<file path="src/rtl/core/bloom_filter_string_set_assert.svh">
// ----------------------------------------------------------------------------
// Bloom filter string set: assertion macros
// Clocked property checks; they expand to nothing when SYNTH is defined.
// ----------------------------------------------------------------------------
`ifndef BLOOM_FILTER_STRING_SET_ASSERT_SVH
`define BLOOM_FILTER_STRING_SET_ASSERT_SVH
`ifndef SYNTH
// check a property on every clock edge outside reset
`define BFSS_ASSERT(lbl, prop, msg) \
  lbl: assert property (@(posedge clk_i) disable iff (!rst_ni) prop) else $error(msg);
// check a property on every clock edge, reset included
`define BFSS_ASSERT_NR(lbl, prop, msg) \
  lbl: assert property (@(posedge clk_i) prop) else $error(msg);
`else
`define BFSS_ASSERT(lbl, prop, msg)
`define BFSS_ASSERT_NR(lbl, prop, msg)
`endif
`endif

</file>
<file path="src/rtl/core/bfss_pkg.sv">
// ----------------------------------------------------------------------------
// Bloom filter string set: package
// Controller states, datapath command and status bundles, register map.
// ----------------------------------------------------------------------------
package bfss_pkg;

  // largest value the table_size register can hold
  localparam int unsigned TABLE_SIZE_MAX = 131071;

  // register map (word index, byte address bit 2)
  localparam logic REG_HASH_COUNT = 1'b0;
  localparam logic REG_TABLE_SIZE = 1'b1;

  localparam logic [3:0]  HASH_COUNT_RST = 4'd7;
  localparam logic [16:0] TABLE_SIZE_RST = 17'd65536;

  // result status codes
  localparam logic [1:0] STAT_ABSENT  = 2'd0;
  localparam logic [1:0] STAT_PRESENT = 2'd1;
  localparam logic [1:0] STAT_EMPTY   = 2'd2;

  typedef enum logic [3:0] {
    ST_CLEAR,
    ST_IDLE,
    ST_MOD_CHAR,
    ST_END,
    ST_MOD_POS,
    ST_CHK_RD,
    ST_CHK_TEST,
    ST_SET_RD,
    ST_SET_WR
  } state_e;

  typedef struct packed {
    logic       cap_item;
    logic       load_char;
    logic       load_pos;
    logic       step;
    logic       save_hash;
    logic       clear_str;
    logic       clr_wr;
    logic       idx_clr;
    logic       idx_inc;
    logic       mem_rd;
    logic       mem_wr;
    logic       emit;
    logic [1:0] emit_status;
  } dp_cmd_t;

  typedef struct packed {
    logic add;
    logic last;
    logic seen;
    logic step_last;
    logic idx_last;
    logic bit_set;
    logic clr_last;
  } dp_stat_t;

endpackage

</file>
<file path="src/rtl/core/bfss_ctrl.sv">
// ----------------------------------------------------------------------------
// Bloom filter string set: controller
// Sequences the clearing sweep, per-character hashing, position reduction,
// bit store test and set, and issues the result strobe.
// ----------------------------------------------------------------------------
module bfss_ctrl (
  input  logic                clk_i,
  input  logic                rst_ni,
  input  logic                start_i,
  input  logic                char_valid_i,
  input  logic                last_char_i,
  input  bfss_pkg::dp_stat_t  stat_i,
  output bfss_pkg::dp_cmd_t   cmd_o,
  output logic                busy_o,
  output logic                done_o
);
  import bfss_pkg::*;

  state_e state_q, state_d;
  logic   done_q;

  always_ff @(posedge clk_i or negedge rst_ni) begin
    if (!rst_ni) begin
      state_q <= ST_CLEAR;
      done_q  <= 1'b0;
    end else begin
      state_q <= state_d;
      done_q  <= cmd_o.emit;
    end
  end

  // next state
  always_comb begin
    state_d = state_q;
    case (state_q)
      ST_CLEAR: begin
        if (stat_i.clr_last) state_d = ST_IDLE;
      end
      ST_IDLE: begin
        if (start_i) begin
          if (char_valid_i) begin
            state_d = ST_MOD_CHAR;
          end else if (last_char_i) begin
            state_d = ST_END;
          end
        end
      end
      ST_MOD_CHAR: begin
        if (stat_i.step_last) state_d = stat_i.last ? ST_END : ST_IDLE;
      end
      ST_END: begin
        state_d = stat_i.seen ? ST_MOD_POS : ST_IDLE;
      end
      ST_MOD_POS: begin
        if (stat_i.step_last) state_d = ST_CHK_RD;
      end
      ST_CHK_RD: begin
        state_d = ST_CHK_TEST;
      end
      ST_CHK_TEST: begin
        if (!stat_i.bit_set) begin
          state_d = stat_i.add ? ST_SET_RD : ST_IDLE;
        end else begin
          state_d = stat_i.idx_last ? ST_IDLE : ST_CHK_RD;
        end
      end
      ST_SET_RD: begin
        state_d = ST_SET_WR;
      end
      ST_SET_WR: begin
        state_d = stat_i.idx_last ? ST_IDLE : ST_SET_RD;
      end
      default: state_d = ST_CLEAR;
    endcase
  end

  // datapath commands
  always_comb begin
    cmd_o = '0;
    case (state_q)
      ST_CLEAR: begin
        cmd_o.clr_wr = 1'b1;
      end
      ST_IDLE: begin
        cmd_o.cap_item  = start_i;
        cmd_o.load_char = start_i & char_valid_i;
      end
      ST_MOD_CHAR: begin
        cmd_o.step      = 1'b1;
        cmd_o.save_hash = stat_i.step_last;
      end
      ST_END: begin
        if (stat_i.seen) begin
          cmd_o.load_pos = 1'b1;
        end else begin
          cmd_o.emit        = 1'b1;
          cmd_o.emit_status = STAT_EMPTY;
          cmd_o.clear_str   = 1'b1;
        end
      end
      ST_MOD_POS: begin
        cmd_o.step    = 1'b1;
        cmd_o.idx_clr = stat_i.step_last;
      end
      ST_CHK_RD: begin
        cmd_o.mem_rd = 1'b1;
      end
      ST_CHK_TEST: begin
        if (!stat_i.bit_set) begin
          if (stat_i.add) begin
            cmd_o.idx_clr = 1'b1;
          end else begin
            cmd_o.emit        = 1'b1;
            cmd_o.emit_status = STAT_ABSENT;
            cmd_o.clear_str   = 1'b1;
          end
        end else if (stat_i.idx_last) begin
          cmd_o.emit        = 1'b1;
          cmd_o.emit_status = STAT_PRESENT;
          cmd_o.clear_str   = 1'b1;
        end else begin
          cmd_o.idx_inc = 1'b1;
        end
      end
      ST_SET_RD: begin
        cmd_o.mem_rd = 1'b1;
      end
      ST_SET_WR: begin
        cmd_o.mem_wr = 1'b1;
        if (stat_i.idx_last) begin
          cmd_o.emit        = 1'b1;
          cmd_o.emit_status = STAT_ABSENT;
          cmd_o.clear_str   = 1'b1;
        end else begin
          cmd_o.idx_inc = 1'b1;
        end
      end
      default: ;
    endcase
  end

  assign busy_o = (state_q != ST_IDLE);
  assign done_o = done_q;

endmodule

</file>
<file path="config.mk">
export PLATFORM = sky130hd
export DESIGN_NAME = bfss_ctrl
export DESIGN_NICKNAME = d
export VERILOG_FILES = /design/src/rtl/core/bloom_filter_string_set_assert.svh /design/src/rtl/core/bfss_pkg.sv /design/src/rtl/core/bfss_ctrl.sv
export SDC_FILE = /design/constraint.sdc
export NUM_CORES = 1
export LEC_CHECK = 0
export ABC_AREA = 1
export BUFFER_PORTS_ARGS = -buffer_cell sky130_fd_sc_hd__buf_2
export CAP_MARGIN = 20
export CORE_AREA = 10 10 47 49
export DETAILED_ROUTE_END_ITERATION = 8
export DIE_AREA = 0 0 57 59
export GPL_TIMING_DRIVEN = 0
export PLACE_DENSITY = 0.68
export SYNTH_ARGS = -nofsm -noshare
export SYNTH_HDL_FRONTEND = slang
export SYNTH_SLANG_ARGS = --single-unit
export TNS_END_PERCENT = 1
</file>
<file path="constraint.sdc">
create_clock -name clk_i -period 1.7 [get_ports clk_i]
set_clock_uncertainty 0.2 [all_clocks]
set_input_delay 0.255 -clock clk_i [delete_from_list [all_inputs] [get_ports clk_i]]
set_output_delay 0.255 -clock clk_i [all_outputs]
set_load 0.01 [all_outputs]
</file>
==> flow_summary.yaml, run 1 <==
sta:
  fin_worst_hold_slack_ns: 0.110
  highest_clock_frequency_the_design_can_meet_mhz: 543
  post-route-min-period_ns: 1.84
  fin_crit_sh: 1.08
  slew-limit-headroom: 0.883
  worst_pin_slew_ns: 0.176
  rsz0062_at_grt: "true"
  setup-violations-final: 9
  hold_violations: 0
  fin_setup_tns_ns: -0.739
  slew_violations: 0
  worst_path_setup_slack_after_routing_ns: -0.143
drt:
  via_per_inst: 4.52
  drt_pass1_iterations: 4
  drt-initial-drc-count: 3
  routed-via-count: 642
  remaining_drc_errors: 0
  antenna_violating_nets_post_route: 0
  drt-wirelength-per-cell_um: 11.7
  finalWirelength_um: 1660
outcome:
  failed_checks: "setup timing"
  status: "finished with violations"
die:
  io_pins: 28
  die_area_um2: 3360
  design.core.area_um2: 1400
  die_w_um: 57
  die_y_um: 59
  floorplan.rows: 14
  starting_utilization_of_the_core_area: 0.363
synth:
  netlist_area_um2: 509
  synth_seq_cells: 5
  yosysWarnings: 0
  netlist_instances: 86
  seq_area_frac_synth: 0.246
  syn-mean-instance-area_um2: 5.92
  synth_nets: 98
  synthDistinctLibCells: 18
pwr:
  net-switching-power_w: 0.000649
  p_sw_frac: 0.495
  p_leak_nw: 0.509
  power-per-cell-area_nw_per_um2: 1550
  share_clk_of_total_power: 0.103
  worst_vdd_ir_uv: 749
  pwr-share-comb: 0.701
  total_power_w: 0.00131
  sequential_power_share: 0.196
  internal_power_w: 0.000663
global_routing:
  maximum_number_of_pins_on_one_net_before_global_route_repair: 8
  globalRouteOverflowTotal: 0
  antenna_found_initial: 0
  grtUsageTotal: 0.0995
  grt_pass1_vias: 640
  first_pass_grt_wire_length_um: 2730
clock_tree:
  clk_sink_count: 5
  cts-root-to-sink-buffers: 2
  clock_buffer_count_from_cts: 3
  cts_tree: "built"
  cts_root_buffer: "sky130_fd_sc_hd__clkbuf_4"
  htreeDepth: 1
  clock_latency_ns: 0.24
  clkSlewWorstSetupHoldPaths_ns: 0.04
placement:
  place_congestion: 0.825
  placement.setup.worst_slack_ns: -0.0366
  placedCellCount: 129
  dpl.hpwl_um: 1210
  i_o_buffers: 27
job:
  max_cap_viol_count: 0
worst_setup_path:
  crit_path_frequent_cell: "sky130_fd_sc_hd__inv_2"
  critical_path_arrival_ns: 1.39
  cp-start-kind: "register"
  sum_of_buffers_and_inverters_on_the_critical_path: 4
  timing.setup.critical_path_class: "register to output pin"
  timing.critical_path.fanout_max: 5
  cp.depth: 7
  ff2ff_setup_slack_ns: 0.20
  critical_path.slowest_cell: "sky130_fd_sc_hd__dfrtp_2"
  endpoint_kind: "output pin"
  worstPathCellList: "inv_2 -> nand2_1 -> nor2_4 -> buf_6 -> inv_2 -> o21ai_2 -> buf_2"
  cpLargestDelayFamily: "flip-flops"
  setup.worst_path.start: "state_q[0]"
  worstReg2RegStart: "state_q[1]"
  worst_path_largest_cell_delay_ns: 0.46
  r2r.worst_path.cells: 9
  reg2reg_to: "state_q[0]"
  end_point_of_the_critical_path: "cmd_o[5]"
  crit_required_ns: 1.24
min_path:
  hp-class: "input pin to register"
  count_of_cells_along_the_worst_hold_path: 3
finish:
  layout.cells.most_common_list: "sky130_fd_sc_hd__buf_2, sky130_fd_sc_hd__nand2_1, sky130_fd_sc_hd__nor2_1"
  regArea_um2: 130
  diodes: 0
  layout.filler_cells: 135
  multi_input_comb_area_um2: 362
  finalNetCount: 139
  mostFrequentLayoutCell: "sky130_fd_sc_hd__buf_2"
  syn2layout_area_growth_pct: 66.3
  final_layout_size_suffix_gt1_frac: 0.556
  final_cell_count_no_fill: 142
[per-layer routing]
layer / vias to the layer above / track usage / routed length, um
li1: 337 / - / -
met1: 285 / 0.0988 / 627
met4: 0 / 0.0671 / 37
met2: 16 / 0.174 / 967
met5: - / 0 / 0
met3: 4 / 0.0322 / 32
[power groups by stage]
stage,combinational [W],clock (W),sequential (W)
6_report,0.000919,0.000135,0.000257
5_1_grt,0.00102,0.000151,0.000262
4_1_cts,0.000841,0.000140,0.000248
3_5_place_dp,0.000672,0,0.000233
3_3_place_gp,0.000672,0,0.000232
2_1_floorplan,0.000489,0,0.000222
[sequential cells by signal, indices dropped and copies added, names as in the netlist]
signal	cells
done_o	1
state_q	4
[cell usage after synthesis, drive strengths merged]
| library cell | n | area (um2) |
|---|---|---|
| buf | 1 | 7.51 |
| clkinv | 2 | 7.51 |
| dfrtp | 5 | 125 |
| inv | 16 | 60.1 |
| nand2 | 27 | 124 |
| nand3 | 8 | 45.0 |
| nand3b | 2 | 15.0 |
| nand4 | 1 | 6.26 |
| nor2 | 20 | 95.1 |
| nor3 | 1 | 5.00 |
| o21ai | 3 | 18.8 |
[worst reg2reg max path, delay by kind of cell (launching register included)]
family	cells	cell delay [ns]
simple gates	7	0.50
flops	1	0.46
buf+inv	2	0.23
[worst min-delay path by stage]
stage                     slack [ns]      start     end
after detailed placement       -0.13     rst_ni  done_o
after floorplan                -0.24     rst_ni  done_o
after global routing            0.11  stat_i[2]  done_o
after global placement         -0.13     rst_ni  done_o
final                           0.11  stat_i[2]  done_o
after CTS                       0.09  stat_i[2]  done_o
[timing repair]
action / 4_1_cts / 5_1_grt
setup endpoints to repair: 12 / 14
hold endpoints to repair: 5 / 0
gates resized for setup: 17 / 8
hold buffers: 1 / 0
pin swaps: 4 / 3
setup buffers: 8 / 0
[stage by stage]
| stage | util | instance area, um2 |
|---|---|---|
| after floorplan | - | 509 |
| after global placement | 0.474 | 664 |
| after detailed placement | 0.474 | 664 |
| after CTS | 0.580 | 813 |
| after global routing | 0.604 | 847 |
| final | 0.604 | 847 |
[area by class of cell]
cell class | instances | area share
Multi-Input combinational cell | 62 | 0.427
Sequential cell | 5 | 0.154
Timing Repair Buffer | 36 | 0.276
Buffer | 1 | 0.00886
Inverter | 18 | 0.0798
Clock buffer | 4 | 0.0310
Tap cell | 16 | 0.0236
[cell families after synthesis]
kind of cell | synth area share
DFF | 0.246
buffers and inverters | 0.147
AOI/OAI and AO/OA | 0.0369
and+or+nand+nor | 0.570
No activity file was read; power rests on OpenSTA's default activity.
==> run 2: changes to the inputs <==
--- a/config.mk
+++ b/config.mk
@@ -12,8 +12,8 @@
 export DETAILED_ROUTE_END_ITERATION = 8
 export DIE_AREA = 0 0 57 59
 export GPL_TIMING_DRIVEN = 0
-export PLACE_DENSITY = 0.68
+export PLACE_DENSITY = 0.8
 export SYNTH_ARGS = -nofsm -noshare
 export SYNTH_HDL_FRONTEND = slang
 export SYNTH_SLANG_ARGS = --single-unit
-export TNS_END_PERCENT = 1
+export TNS_END_PERCENT = 10
==> flow_summary.yaml, run 2 (synthesis results as in run 1) <==
outcome:
  status: "finished with violations"
  failed_checks: "setup timing"
worst_setup_path:
  cp-start-kind: "register"
  ff2ff_setup_slack_ns: 0.14
  endpoint_kind: "output pin"
  worstPathCellList: "inv_2 -> nand2_4 -> nor2_4 -> nand3b_1 -> nand3_2 -> buf_6 -> buf_6"
  worstReg2RegStart: "state_q[3]"
  worst_path_largest_cell_delay_ns: 0.43
  crit_required_ns: 1.24
  r2r.worst_path.cells: 10
  reg2reg_to: "state_q[0]"
  timing.critical_path.fanout_max: 4
  critical_path_arrival_ns: 1.38
  crit_path_frequent_cell: "sky130_fd_sc_hd__buf_6"
  timing.setup.critical_path_class: "register to output pin"
  critical_path.slowest_cell: "sky130_fd_sc_hd__dfrtp_2"
die:
  die_area_um2: 3360
  die_y_um: 59
  starting_utilization_of_the_core_area: 0.363
  floorplan.rows: 14
  io_pins: 28
  die_w_um: 57
  design.core.area_um2: 1400
finish:
  finalNetCount: 140
  layout.filler_cells: 133
  syn2layout_area_growth_pct: 71.7
  final_cell_count_no_fill: 143
  registers.top_by_ff_count: "state_q"
  layout.cells.most_common_list: "sky130_fd_sc_hd__buf_2, sky130_fd_sc_hd__nand2_1, sky130_fd_sc_hd__nor2_1"
  largest_reg_flops: 4
  final_core_utilization: 0.624
  mostFrequentLayoutCell: "sky130_fd_sc_hd__buf_2"
  diodes: 0
  final_layout_size_suffix_gt1_frac: 0.591
clock_tree:
  clock_buffer_count_from_cts: 3
  htreeDepth: 1
  cts_tree: "built"
  clk_sink_count: 5
  cts-root-to-sink-buffers: 2
  clock_latency_ns: 0.26
  clkSlewWorstSetupHoldPaths_ns: 0.05
  cts_root_buffer: "sky130_fd_sc_hd__clkbuf_4"
drt:
  via_per_inst: 4.72
  drt-initial-drc-count: 21
  remaining_drc_errors: 0
  drt_pass1_iterations: 4
  finalWirelength_um: 1990
  drt-wirelength-per-cell_um: 13.9
  routed-via-count: 675
  antenna_violating_nets_post_route: 0
min_path:
  hold_end: "done_o"
  hp-class: "input pin to register"
  count_of_cells_along_the_worst_hold_path: 3
  hold_path_startpoint: "stat_i[2]"
sta:
  fin_crit_sh: 1.08
  slew-limit-headroom: 0.880
  worst_pin_slew_ns: 0.179
  hold_violations: 0
  post-route-min-period_ns: 1.84
  slew_violations: 0
  fin_setup_tns_ns: -0.946
  rsz0062_at_grt: "true"
  worst_path_setup_slack_after_routing_ns: -0.138
  highest_clock_frequency_the_design_can_meet_mhz: 544
  setup-violations-final: 11
placement:
  i_o_buffers: 27
  dpl.hpwl_um: 1320
  placedCellCount: 129
  place_congestion: 0.825
global_routing:
  first_pass_grt_wire_length_um: 3200
  grtUsageTotal: 0.121
  maximum_number_of_pins_on_one_net_before_global_route_repair: 8
  grt_pass1_vias: 733
  antenna_found_initial: 0
  globalRouteOverflowTotal: 0
pwr:
  p_leak_nw: 0.519
  power-per-cell-area_nw_per_um2: 1630
  worst_vdd_ir_uv: 843
job:
  max_cap_viol_count: 0
[run 2: cell types whose count changed in the layout (fill, tap and decap cells not counted), sizes merged]
cell,previous run,this run
buf,36,37
[run 2: routing by layer]
metal	track usage	vias up	share of wire
li1	-	339	-
met1	0.112	309	0.39
met2	0.214	23	0.54
met3	0.0343	4	0.032
met4	0.104	0	0.033
met5	0	-	0
[run 2: repair_timing]
| action | 4_1_cts | 5_1_grt |
|---|---|---|
| endpoints found under the hold margin | 5 | 0 |
| resized for setup | 22 | 9 |
| hold buffers | 1 | 0 |
| endpoints found under the setup margin | 12 | 14 |
| buffers inserted | 7 | 2 |
| pin swaps | 8 | 5 |
[run 2: stage by stage]
step	cell area, um2	hold slack (ns)	worst slack [ns]	power, W
after floorplan	509	-0.241	0.0532	0.000711
after global placement	664	-0.130	-0.0200	0.000898
after detailed placement	664	-0.126	-0.0341	0.000912
after CTS	830	0.0870	-0.128	0.00128
after global routing	875	0.106	-0.201	0.00152
final	875	0.0885	-0.138	0.00142
[run 2: worst max-delay path: cells and delay by family (launching register included)]
family,cells,cell delay [ns]
and+or+nand+nor,4,0.43
buffers and inverters,3,0.28
DFF,1,0.43
[run 2: worst max path at each step]
stage / startpoint / to / slack, ns
detailed placement: state_q[0] / cmd_o[8] / -0.03
finish: state_q[3] / cmd_o[8] / -0.14
CTS: state_q[1] / cmd_o[8] / -0.13
global placement: state_q[0] / cmd_o[8] / -0.02
floorplan: state_q[0] / cmd_o[8] / 0.05
global route: state_q[3] / cmd_o[8] / -0.20
[run 2: where the power goes]
part | total (W) | internal, W | switching [W]
Combinational | 0.00103 | 0.000454 | 0.000571
Sequential | 0.000247 | 0.000170 | 0.0000767
Clock | 0.000151 | 0.0000895 | 0.0000611
[run 2: area by class of cell]
class / instances / area (um2) / area share
buffer: 1 / 11.3 / 0.0129
sequential: 5 / 130 / 0.149
multi-input combinational: 62 / 374 / 0.428
inverter: 18 / 67.6 / 0.0773
timing repair buffer: 37 / 245 / 0.280
clock buffer: 4 / 26.3 / 0.0300
tap: 16 / 20.0 / 0.0229
