### src/rtl/core/bloom_filter_string_set_assert.svh
// ----------------------------------------------------------------------------
// Bloom filter string set: assertion macros
// Clocked property checks; they expand to nothing when SYNTH is defined.
// ----------------------------------------------------------------------------
`ifndef BLOOM_FILTER_STRING_SET_ASSERT_SVH
`define BLOOM_FILTER_STRING_SET_ASSERT_SVH
`ifndef SYNTH
// check a property on every clock edge outside reset
`define BFSS_ASSERT(lbl, prop, msg) \
  lbl: assert property (@(posedge clk_i) disable iff (!rst_ni) prop) else $error(msg);
// check a property on every clock edge, reset included
`define BFSS_ASSERT_NR(lbl, prop, msg) \
  lbl: assert property (@(posedge clk_i) prop) else $error(msg);
`else
`define BFSS_ASSERT(lbl, prop, msg)
`define BFSS_ASSERT_NR(lbl, prop, msg)
`endif
`endif

### src/rtl/core/bfss_pkg.sv
// ----------------------------------------------------------------------------
// Bloom filter string set: package
// Controller states, datapath command and status bundles, register map.
// ----------------------------------------------------------------------------
package bfss_pkg;

  // largest value the table_size register can hold
  localparam int unsigned TABLE_SIZE_MAX = 131071;

  // register map (word index, byte address bit 2)
  localparam logic REG_HASH_COUNT = 1'b0;
  localparam logic REG_TABLE_SIZE = 1'b1;

  localparam logic [3:0]  HASH_COUNT_RST = 4'd7;
  localparam logic [16:0] TABLE_SIZE_RST = 17'd65536;

  // result status codes
  localparam logic [1:0] STAT_ABSENT  = 2'd0;
  localparam logic [1:0] STAT_PRESENT = 2'd1;
  localparam logic [1:0] STAT_EMPTY   = 2'd2;

  typedef enum logic [3:0] {
    ST_CLEAR,
    ST_IDLE,
    ST_MOD_CHAR,
    ST_END,
    ST_MOD_POS,
    ST_CHK_RD,
    ST_CHK_TEST,
    ST_SET_RD,
    ST_SET_WR
  } state_e;

  typedef struct packed {
    logic       cap_item;
    logic       load_char;
    logic       load_pos;
    logic       step;
    logic       save_hash;
    logic       clear_str;
    logic       clr_wr;
    logic       idx_clr;
    logic       idx_inc;
    logic       mem_rd;
    logic       mem_wr;
    logic       emit;
    logic [1:0] emit_status;
  } dp_cmd_t;

  typedef struct packed {
    logic add;
    logic last;
    logic seen;
    logic step_last;
    logic idx_last;
    logic bit_set;
    logic clr_last;
  } dp_stat_t;

endpackage

### src/rtl/core/bfss_cfg.sv
// ----------------------------------------------------------------------------
// Bloom filter string set: configuration registers
// APB register file for hash_count and table_size, with range clamping.
// ----------------------------------------------------------------------------
module bfss_cfg #(
  parameter int unsigned MAX_HASHES = 8,
  parameter int unsigned MAP_BITS   = 65536
) (
  input  logic        clk_i,
  input  logic        rst_ni,
  input  logic        psel,
  input  logic        penable,
  input  logic        pwrite,
  input  logic [2:0]  paddr,
  input  logic [31:0] pwdata,
  output logic [31:0] prdata,
  output logic        pready,
  output logic [$clog2(MAX_HASHES+1)-1:0]                          hash_num_o,
  output logic [$clog2(((MAP_BITS < 131071) ? MAP_BITS : 131071)+1)-1:0] modulus_o
);
  import bfss_pkg::*;

  localparam int unsigned MOD_MAX = (MAP_BITS < TABLE_SIZE_MAX) ? MAP_BITS : TABLE_SIZE_MAX;
  localparam int unsigned K_W     = $clog2(MAX_HASHES + 1);
  localparam int unsigned M_W     = $clog2(MOD_MAX + 1);

  logic [3:0]  hash_count_q;
  logic [16:0] table_size_q;
  logic        wr_en;
  logic [4:0]  hc_ext;

  assign pready = 1'b1;
  assign wr_en  = psel & penable & pwrite;

  // write registers on the access phase of a write transaction
  always_ff @(posedge clk_i or negedge rst_ni) begin
    if (!rst_ni) begin
      hash_count_q <= HASH_COUNT_RST;
      table_size_q <= TABLE_SIZE_RST;
    end else if (wr_en) begin
      if (paddr[2] == REG_HASH_COUNT) begin
        hash_count_q <= pwdata[3:0];
      end else begin
        table_size_q <= pwdata[16:0];
      end
    end
  end

  // read back raw register values
  always_comb begin
    if (paddr[2] == REG_HASH_COUNT) begin
      prdata = {28'd0, hash_count_q};
    end else begin
      prdata = {15'd0, table_size_q};
    end
  end

  // clamp hash count into 1..MAX_HASHES
  assign hc_ext = {1'b0, hash_count_q};
  always_comb begin
    if (hash_count_q == 4'd0) begin
      hash_num_o = K_W'(1);
    end else if (hc_ext > 5'(MAX_HASHES)) begin
      hash_num_o = K_W'(MAX_HASHES);
    end else begin
      hash_num_o = K_W'(hash_count_q);
    end
  end

  // clamp modulus into 2..MOD_MAX
  always_comb begin
    if (table_size_q < 17'd2) begin
      modulus_o = M_W'(2);
    end else if (table_size_q > 17'(MOD_MAX)) begin
      modulus_o = M_W'(MOD_MAX);
    end else begin
      modulus_o = M_W'(table_size_q);
    end
  end

endmodule

### config.mk
export PLATFORM = sky130hd
export DESIGN_NAME = bfss_cfg
export DESIGN_NICKNAME = d
export VERILOG_FILES = /design/src/rtl/core/bloom_filter_string_set_assert.svh /design/src/rtl/core/bfss_pkg.sv /design/src/rtl/core/bfss_cfg.sv
export SDC_FILE = /design/constraint.sdc
export NUM_CORES = 1
export LEC_CHECK = 0
export BUFFER_PORTS_ARGS = -buffer_cell sky130_fd_sc_hd__buf_2
export CAP_MARGIN = 20
export CELL_PAD_IN_SITES_DETAIL_PLACEMENT = 1
export CELL_PAD_IN_SITES_GLOBAL_PLACEMENT = 1
export CORE_MARGIN = 4
export CORE_UTILIZATION = 31
export DETAILED_ROUTE_END_ITERATION = 8
export PLACE_DENSITY = 0.9
export SLEW_MARGIN = 0
export SYNTH_ARGS = -nofsm -noshare
export SYNTH_HDL_FRONTEND = slang
export SYNTH_SLANG_ARGS = --single-unit
### constraint.sdc
create_clock -name clk_i -period 2.3 [get_ports clk_i]
set_clock_uncertainty 0.05 [all_clocks]
set_input_delay 0.575 -clock clk_i [delete_from_list [all_inputs] [get_ports clk_i]]
set_output_delay 0.575 -clock clk_i [all_outputs]
set_load 0.005 [all_outputs]
==> metrics.cfg, run 1 <==
[floorplanning]
core-area_um2 = 4000
start_util_pct = 32.1
die-area_um2 = 5240
die_h_um = 72.4
rows = 23
fp.dieW_um = 72.4
ios = 94

[grt]
first_global_vias = 1043
gr-usage-all-layers_pct = 12.8
antenna_found_initial = 0
grt_pass1_wl_mm = 5.26
grt.overflow.total = 0
grt_max_degree = 22

[final_layout]
multiInputGateArea_um2 = 646
drive_gt1_share_pct = 56.0
final_common_cell = buf_2
instances_no_fill = 218
area_growth_pct = 23.7
seq_area_um2 = 531
fin_nets = 209
fill_cells = 468
diodes = 0
final_cell_mix = buf_2, dfrtp_1, nor2b_1, conb_1, mux2_2

[placement]
placed_cells = 214
place_congestion = 0.709
portBuffers = 60
dp_hpwl_mm = 2.53

[flow_run]
max_cap_viol_count = 0

[power_and_ir_drop]
leakage_nw = 0.847
power.share.switching_pct = 31.1
clkPwrFrac_pct = 20.2
p_seq_share_pct = 46.6
p_sw_mw = 0.377
combPwrFrac_pct = 33.2
power_density_nw_per_um2 = 762
peakVddDrop_uv = 270
intPower_mw = 0.834

[yosys]
syn_area_um2 = 1280
synthAdderAreaFrac_pct = 0
synth.area.mux_share_pct = 24.8
synth_xor_xnor_area_share_pct = 0
synth_area_per_cell_um2 = 11.5
synth-compound-area-share_pct = 0.389
synth_top_family_by_area = multiplexers
synth-simple-area-share_pct = 20.4
ys.warnings.count = 0
syn_inst = 112
yosysSeqAreaShare_pct = 41.3
synthDistinctLibCells = 19
ys_ff_latch = 21

[worst_setup_path]
path_class = reg -> out
rr_worst_depth = 1
path_max_fanout = 4
critPathArrivalTime_ps = 1500
reg2reg_from = table_size_q[16]$_DFFE_PN1P_
reg2reg_slack_ps = 1230
endpoint_kind = output port
crit_path_start_kind = register
r2r_end = table_size_q[16]$_DFFE_PN1P_
required_ps = 1670

[timing]
post-route-period-util_pct = 92.2
max_clock_freq_mhz = 472
final-setup-viol-count = 0
slew_viol_final = 0
hold_viol = 0
min_period_ps = 2120
rsz0062_at_grt = no
setup-tns-final_ps = 0

[routing]
initialDrtViolationCount = 21
wirelength_mm = 3.27
drcViolationCount = 0
viasPerCell = 4.41
antenna_left = 0
drt_first_pass_iters = 3
post_drt_wl_per_cell_um = 15.0
num_vias = 961

[clocking]
htreeDepth = 1
clk_pin_slew_ps = 80
tritoncts = yes
hold_buffers = 0
ctsLongestPathBuffers = 2
cts_setup_buffers = 0
clkLatencyLatePin_ps = 260
cts-root-buf = clkbuf_8
cts_buffers = 3
ctsResizeCount = 0
clock-sinks = 21

[min_path]
hold_class = in -> async

[run_status]
outcome = complete, no violations

[cell usage after synthesis (all sizes together)]
cell type  instances  share of area [%]
and2              13                6.3
inv                1               0.29
buf               18                 11
a21oi              1               0.39
nand4              2                2.1
nor3               1               0.39
and3b              1               0.68
nor4               3                1.5
mux2              25                 25
nor2               3               0.88
nand4b             1               0.68
clkbuf             4                1.2
conb               2               0.58
dfrtp             17                 33
nor2b             16                7.8
dfstp              4                8.2
[power by group through the flow]
stage	clock, mW	combinational [mW]	sequential [mW]
after detailed placement	0	0.411	0.575
after floorplan	0	0.270	0.525
after global placement	0	0.398	0.564
after CTS	0.256	0.413	0.568
final	0.244	0.402	0.564
after global routing	0.276	0.446	0.587
[flip-flops by register name (all words and copies together) (netlist names)]
signal / cells
table_size_q: 17
hash_count_q: 4
[how the worst max path moves through the flow]
| stage | slack, ps | to | depth (start not counted) | start |
|---|---|---|---|---|
| floorplan | 650 | prdata[11] | 3 | paddr[2] |
| global placement | 280 | prdata[1] | 3 | paddr[2] |
| detailed placement | 270 | prdata[1] | 3 | paddr[2] |
| CTS | 100 | modulus_o[0] | 4 | table_size_q[6]$_DFFE_PN0P_ |
| global route | 7 | modulus_o[1] | 4 | table_size_q[6]$_DFFE_PN0P_ |
| finish | 180 | modulus_o[0] | 4 | table_size_q[6]$_DFFE_PN0P_ |
[cell families (layout without fill, tap and decap cells)]
| group | after synthesis | count (layout) |
|---|---|---|
| and+or+nand+nor | 40 | 40 |
| other | 2 | 16 |
| AOI/OAI and AO/OA | 1 | 1 |
| buffers and inverters | 23 | 65 |
| muxes | 25 | 25 |
| DFF | 21 | 21 |
[per-layer routing]
metal	track usage (%)	part of all wire, %	up-vias
met5	0	0	-
met4	4.30	0.89	0
met3	2.22	7.7	4
met2	23.8	53	44
met1	14.8	38	462
li1	-	-	451
[cell type report]
type | instances | share of cell area [%]
Multi-Input combinational cell | 82 | 40.6
Sequential cell | 21 | 33.4
Timing Repair Buffer | 60 | 18.9
Inverter | 1 | 0.236
Clock buffer | 3 | 2.60
Tap cell | 50 | 3.94
Clock inverter | 1 | 0.315
[worst max-delay path, stage by stage (launching register included)]
cell and delay (ps):
dfrtp_1 400, nor4_1 370, nand4_1 160, and3b_1 190
buf_2 120
[through the flow]
step | hold WS, ps | power [mW] | setup WS [ps] | utilization, % | cell area (µm²)
6_report | 214 | 1.21 | 180 | 39.7 | 1590
2_1_floorplan | 229 | 0.796 | 645 | - | 1340
4_1_cts | 228 | 1.24 | 104 | 39.7 | 1590
3_3_place_gp | 474 | 0.962 | 281 | 38.6 | 1540
5_1_grt | 249 | 1.31 | 7.39 | 39.7 | 1590
3_5_place_dp | 488 | 0.986 | 273 | 38.6 | 1540
No activity file was read; power rests on OpenSTA's default activity.
==> run 2: changes to the inputs <==
Settings changed: CELL_PAD_IN_SITES_DETAIL_PLACEMENT 1 to 0, CELL_PAD_IN_SITES_GLOBAL_PLACEMENT 1 to 2, CORE_ASPECT_RATIO set to 0.5, CORE_UTILIZATION 31 to 24.
==> run 2 against run 1 <==
Effect of this change: maximum frequency rose by 1.1%; die area rose by 27%; design area rose by 2.0%; clock-buffer cell count did not move; setup slack improved by 23 ps; non-clock buffer count rose by 1; routed wire length fell by 2.3%; sequential power barely moved; flip-flop and latch count did not move; global-route usage fell by 3.6 points; largest cell class unchanged.
==> metrics.cfg, run 2 (synthesis gave the netlist of run 1 again) <==
[worst_setup_path]
reg2reg_from = table_size_q[16]$_DFFE_PN1P_
required_ps = 1670  ; about the same
path_class = reg -> out
endpoint_kind = output port
crit_path_start_kind = register
reg2reg_slack_ps = 1240  ; about the same
critPathArrivalTime_ps = 1470  ; -30 ps
rr_worst_depth = 1  ; unchanged
path_max_fanout = 4  ; unchanged
r2r_end = table_size_q[16]$_DFFE_PN1P_

[routing]
met3WireLength_um = 251  ; -0.79%
drcViolationCount = 0  ; unchanged
viasPerCell = 4.04  ; -8.4%
initialDrtViolationCount = 18  ; -14%
wl_met1_mm = 1.22  ; -1.5%
drt_first_pass_iters = 3  ; unchanged
route.met2.wl_mm = 1.69  ; -2.7%
wirelength_mm = 3.19  ; -2.3%
num_vias = 965  ; +0.42%
post_drt_wl_per_cell_um = 13.4  ; -11%
antenna_left = 0  ; unchanged
top_layer = met4

[timing]
fin_ws_ps = 202  ; +22.7 ps
rsz0062_at_grt = no
hold_viol = 0  ; unchanged
post-route-period-util_pct = 91.2  ; -0.99 points
setup-tns-final_ps = 0  ; unchanged
slew_viol_final = 0  ; unchanged
min_period_ps = 2100  ; -22.7 ps
max_clock_freq_mhz = 477  ; +1.1%
final-setup-viol-count = 0  ; unchanged

[grt]
grt_max_degree = 22  ; unchanged
grt_pass1_wl_mm = 4.82  ; -8.4%
grt.overflow.total = 0  ; unchanged
gr-usage-all-layers_pct = 9.19  ; -3.6 points
antenna_found_initial = 0  ; unchanged
first_global_vias = 957  ; -8.2%

[placement]
pre_cts_ws_ps = 375  ; +102 ps
place_congestion = 0.698  ; -1.6%
placed_cells = 235  ; +9.8%
placedInstanceArea_um2 = 1580  ; +2.1%
dp_hpwl_mm = 2.56  ; +1.1%
portBuffers = 60  ; unchanged

[clocking]
cts_setup_buffers = 0  ; unchanged
htreeDepth = 1  ; unchanged
clkLatencyLatePin_ps = 260  ; about the same
ctsResizeCount = 0  ; unchanged
hold_buffers = 0  ; unchanged
ctsLongestPathBuffers = 2  ; unchanged
clk_pin_slew_ps = 80  ; about the same
tritoncts = yes
cts-root-buf = clkbuf_8
clock-sinks = 21  ; unchanged
cts_buffers = 3  ; unchanged

[power_and_ir_drop]
peakVddDrop_uv = 204  ; -24%
leakage_nw = 0.852  ; +0.57%
p_total_mw = 1.20  ; -0.57%
power_density_nw_per_um2 = 742  ; -2.6%

[floorplanning]
die-area_um2 = 6660  ; +27%
fp.dieW_um = 111  ; +54%
core-area_um2 = 5040  ; +26%
ios = 94  ; unchanged
die_h_um = 59.7  ; -17%
start_util_pct = 25.5  ; -6.7 points
rows = 18  ; -22%

[final_layout]
final_cell_mix = buf_2, dfrtp_1, nor2b_1, conb_1, mux2_2
seq_area_um2 = 531  ; unchanged
top_regs = table_size_q (17), hash_count_q (4)
fill_cells = 547  ; +17%
regMostFlops = table_size_q
fin_nets = 210  ; +0.48%
instances_no_fill = 239  ; +9.6%
diodes = 0  ; unchanged
drive_gt1_share_pct = 56.2  ; +0.26 points
area_growth_pct = 26.2
stdcell_area_um2 = 1620  ; +2.0%
largest_register_ff_count = 17  ; unchanged
final_common_cell = buf_2
multiInputGateArea_um2 = 646  ; unchanged

[flow_run]
max_cap_viol_count = 0  ; unchanged

[min_path]
hold_class = in -> async

[run_status]
outcome = complete, no violations

-- run 2: cell count changes in the layout (fill, tap and decap cells not counted), sizes merged --
cell  previous run  this run
buf             60        61
-- run 2: layer usage --
layer  GRT usage, %  vias to the layer above
li1               -                      457
met1           9.48                      471
met2           18.7                       35
met3           2.93                        2
met4           2.08                        0
met5              0                        -
-- run 2: final cells by class --
cell class	instances	share of cell area, %
inverters	1	0.231
well taps	70	5.40
flip-flops and latches	21	32.7
repair buffers	61	19.0
clock inverters	1	0.309
clock buffers	3	2.55
multi-input cells	82	39.8
-- run 2: critical path: stages, from the launching register on --
cell	delay, ps
dfrtp_1	410
nor4_1	350
nand4_1	150
and3b_1	190
buf_2	120
-- run 2: stage by stage --
| step | util, % | hold slack [ps] |
|---|---|---|
| finish | 32.1 | 218 |
| global route | 32.1 | 259 |
| CTS | 32.1 | 232 |
| detailed placement | 31.2 | 471 |
| global placement | 31.2 | 471 |
| floorplan | - | 229 |
-- run 2: how the worst max path moves through the flow --
stage,start,end,slack [ps],cells past startpoint
floorplan,paddr[2],prdata[11],650,3
global placement,paddr[2],prdata[3],390,3
detailed placement,paddr[2],prdata[3],370,3
CTS,table_size_q[6]$_DFFE_PN0P_,modulus_o[0],130,4
global route,table_size_q[6]$_DFFE_PN0P_,modulus_o[0],70,4
finish,table_size_q[6]$_DFFE_PN0P_,modulus_o[0],200,4
-- run 2: report_power, final --
part | total, mW | leakage (nW) | internal [mW] | switching, mW
clock | 0.237 | 0.0255 | 0.121 | 0.117
combinational | 0.401 | 0.581 | 0.251 | 0.150
sequential | 0.566 | 0.246 | 0.463 | 0.102
total | 1.20 | 0.852 | 0.835 | 0.369
==> run 3: changes to the inputs <==
Settings changed: CAP_MARGIN 20 to unset, REMOVE_ABC_BUFFERS set to 1.
==> run 3 against run 2 <==
Effect of this change: non-clock buffer count stayed put; flip-flop and latch count stayed put; critical path depth stayed put; largest power group unchanged; register-to-register slack hardly changed; global-route usage is 0.24 points lower; die area stayed put; hold slack hardly changed; total power is 0.12% lower.
==> metrics.cfg, run 3 (synthesis gave the netlist of run 1 again) <==
[floorplanning]
die_h_um = 59.7  ; unchanged
ios = 94  ; unchanged
fp.dieW_um = 111  ; unchanged
die-area_um2 = 6660  ; unchanged
core-area_um2 = 5040  ; unchanged
start_util_pct = 25.5  ; unchanged
rows = 18  ; unchanged

[power_and_ir_drop]
clkPwrFrac_pct = 20.0  ; +0.3 points
leakage_nw = 0.849  ; -0.32%
p_total_mw = 1.20  ; -0.12%
p_seq_share_pct = 46.7  ; -0.3 points
peakVddDrop_uv = 204  ; +0.11%
combPwrFrac_pct = 33.4  ; about the same
power_density_nw_per_um2 = 742  ; about the same
intPower_mw = 0.838  ; +0.35%
power.share.switching_pct = 30.3  ; -0.32 points
p_sw_mw = 0.365  ; -1.2%

[grt]
gr-usage-all-layers_pct = 8.96  ; -0.24 points
antenna_found_initial = 0  ; unchanged
first_global_vias = 940  ; -1.8%
grt_max_degree = 22  ; unchanged
grt.overflow.total = 0  ; unchanged
grt_pass1_wl_mm = 4.77  ; -1.0%

[clocking]
ctsLongestPathBuffers = 2  ; unchanged
cts_buffers = 3  ; unchanged
cts-root-buf = clkbuf_8
ctsResizeCount = 0  ; unchanged
clk_pin_slew_ps = 70  ; about the same
hold_buffers = 0  ; unchanged
htreeDepth = 1  ; unchanged
clock-sinks = 21  ; unchanged
clkLatencyLatePin_ps = 260  ; about the same
tritoncts = yes
cts_setup_buffers = 0  ; unchanged

[final_layout]
fin_util_pct = 32.1  ; about the same
largest_register_ff_count = 17  ; unchanged
fin_nets = 210  ; unchanged
final_common_cell = buf_2
regMostFlops = table_size_q
diodes = 0  ; unchanged
final_cell_mix = buf_2, dfrtp_1, nor2b_1, conb_1, mux2_2
instances_no_fill = 239  ; unchanged
stdcell_area_um2 = 1620  ; about the same
area_growth_pct = 26.1  ; about the same
drive_gt1_share_pct = 55.6  ; -0.59 points
top_regs = table_size_q (17), hash_count_q (4)

[worst_setup_path]
cp_slowest_cell = dfrtp_1
endpoint_kind = output port
path_class = reg -> out
crit_path_start_kind = register
critPathBufInv = 1  ; unchanged
path_cells = nor4_1 -> nand4_1 -> and3b_1 -> buf_2
path_max_fanout = 4  ; unchanged
required_ps = 1670  ; about the same
max_stage_delay_ps = 410  ; about the same
critPathArrivalTime_ps = 1460  ; about the same
cpLargestDelayFamily = simple AND/OR/NAND/NOR gates

[routing]
drcViolationCount = 0  ; unchanged
num_vias = 924  ; -4.2%
initialDrtViolationCount = 27  ; +9
antenna_left = 0  ; unchanged
viasPerCell = 3.87  ; -4.2%
drt_first_pass_iters = 4  ; +1
post_drt_wl_per_cell_um = 12.6  ; -5.5%
wirelength_mm = 3.02  ; -5.5%

[placement]
dp_hpwl_mm = 2.39  ; -6.7%
pre_cts_ws_ps = 378  ; +2.73 ps
placedInstanceArea_um2 = 1580  ; unchanged
place_congestion = 0.724  ; +3.7%
placed_cells = 235  ; unchanged
portBuffers = 60  ; unchanged

[timing]
whs_ps = 218  ; +0.0980 ps
slew_viol_final = 0  ; unchanged
final-setup-viol-count = 0  ; unchanged
min_period_ps = 2090  ; -9.20 ps
rsz0062_at_grt = no
hold_viol = 0  ; unchanged
max_clock_freq_mhz = 479  ; +0.44%
setup-tns-final_ps = 0  ; unchanged
post-route-period-util_pct = 90.8  ; -0.40 points
fin_ws_ps = 212  ; +9.20 ps

[flow_run]
max_cap_viol_count = 0  ; unchanged

[run_status]
outcome = complete, no violations

[min_path]
hold_class = in -> async

## run 3: changes by cell type in the layout (fill, tap and decap cells not counted), sizes merged
| cell | previous run | this run |
|---|---|---|
| clkbuf | 3 | 4 |
| clkinv | 1 | 0 |
## run 3: final timing paths
kind                                              start                      endpoint  slack, ps  cells past startpoint
setup reg to reg           table_size_q[16]$_DFFE_PN1P_  table_size_q[16]$_DFFE_PN1P_       1250                      1
min in group clk_i                           pwdata[14]  table_size_q[14]$_DFFE_PN0P_        490                      2
max in group asynchronous                        rst_ni   hash_count_q[0]$_DFFE_PN1P_       1630                      1
setup / recovery           table_size_q[10]$_DFFE_PN0P_                  modulus_o[0]        210                      4
hold reg to reg             table_size_q[0]$_DFFE_PN0P_   table_size_q[0]$_DFFE_PN0P_        500                      1
hold / removal                                   rst_ni  table_size_q[10]$_DFFE_PN0P_        220                      1
## run 3: power by group through the flow
stage | clock network [mW] | registers, mW | logic (mW)
6_report | 0.240 | 0.561 | 0.401
3_3_place_gp | 0 | 0.563 | 0.404
3_5_place_dp | 0 | 0.570 | 0.408
4_1_cts | 0.251 | 0.563 | 0.410
5_1_grt | 0.268 | 0.581 | 0.441
2_1_floorplan | 0 | 0.534 | 0.230
## run 3: layout make-up
cell class	instances	area [µm²]
well taps	70	87.6
repair buffers	61	308
clock buffers	4	45.0
inverters	1	3.75
multi-input cells	82	646
flip-flops and latches	21	531
fillers	523	3420
## run 3: layer usage
metal | global-route usage, % | share of wire (%) | routed length (µm)
met3 | 2.02 | 3.9 | 119
met2 | 17.7 | 57 | 1730
met4 | 3.47 | 0.89 | 27
met1 | 9.62 | 38 | 1150
met5 | 0 | 0 | 0
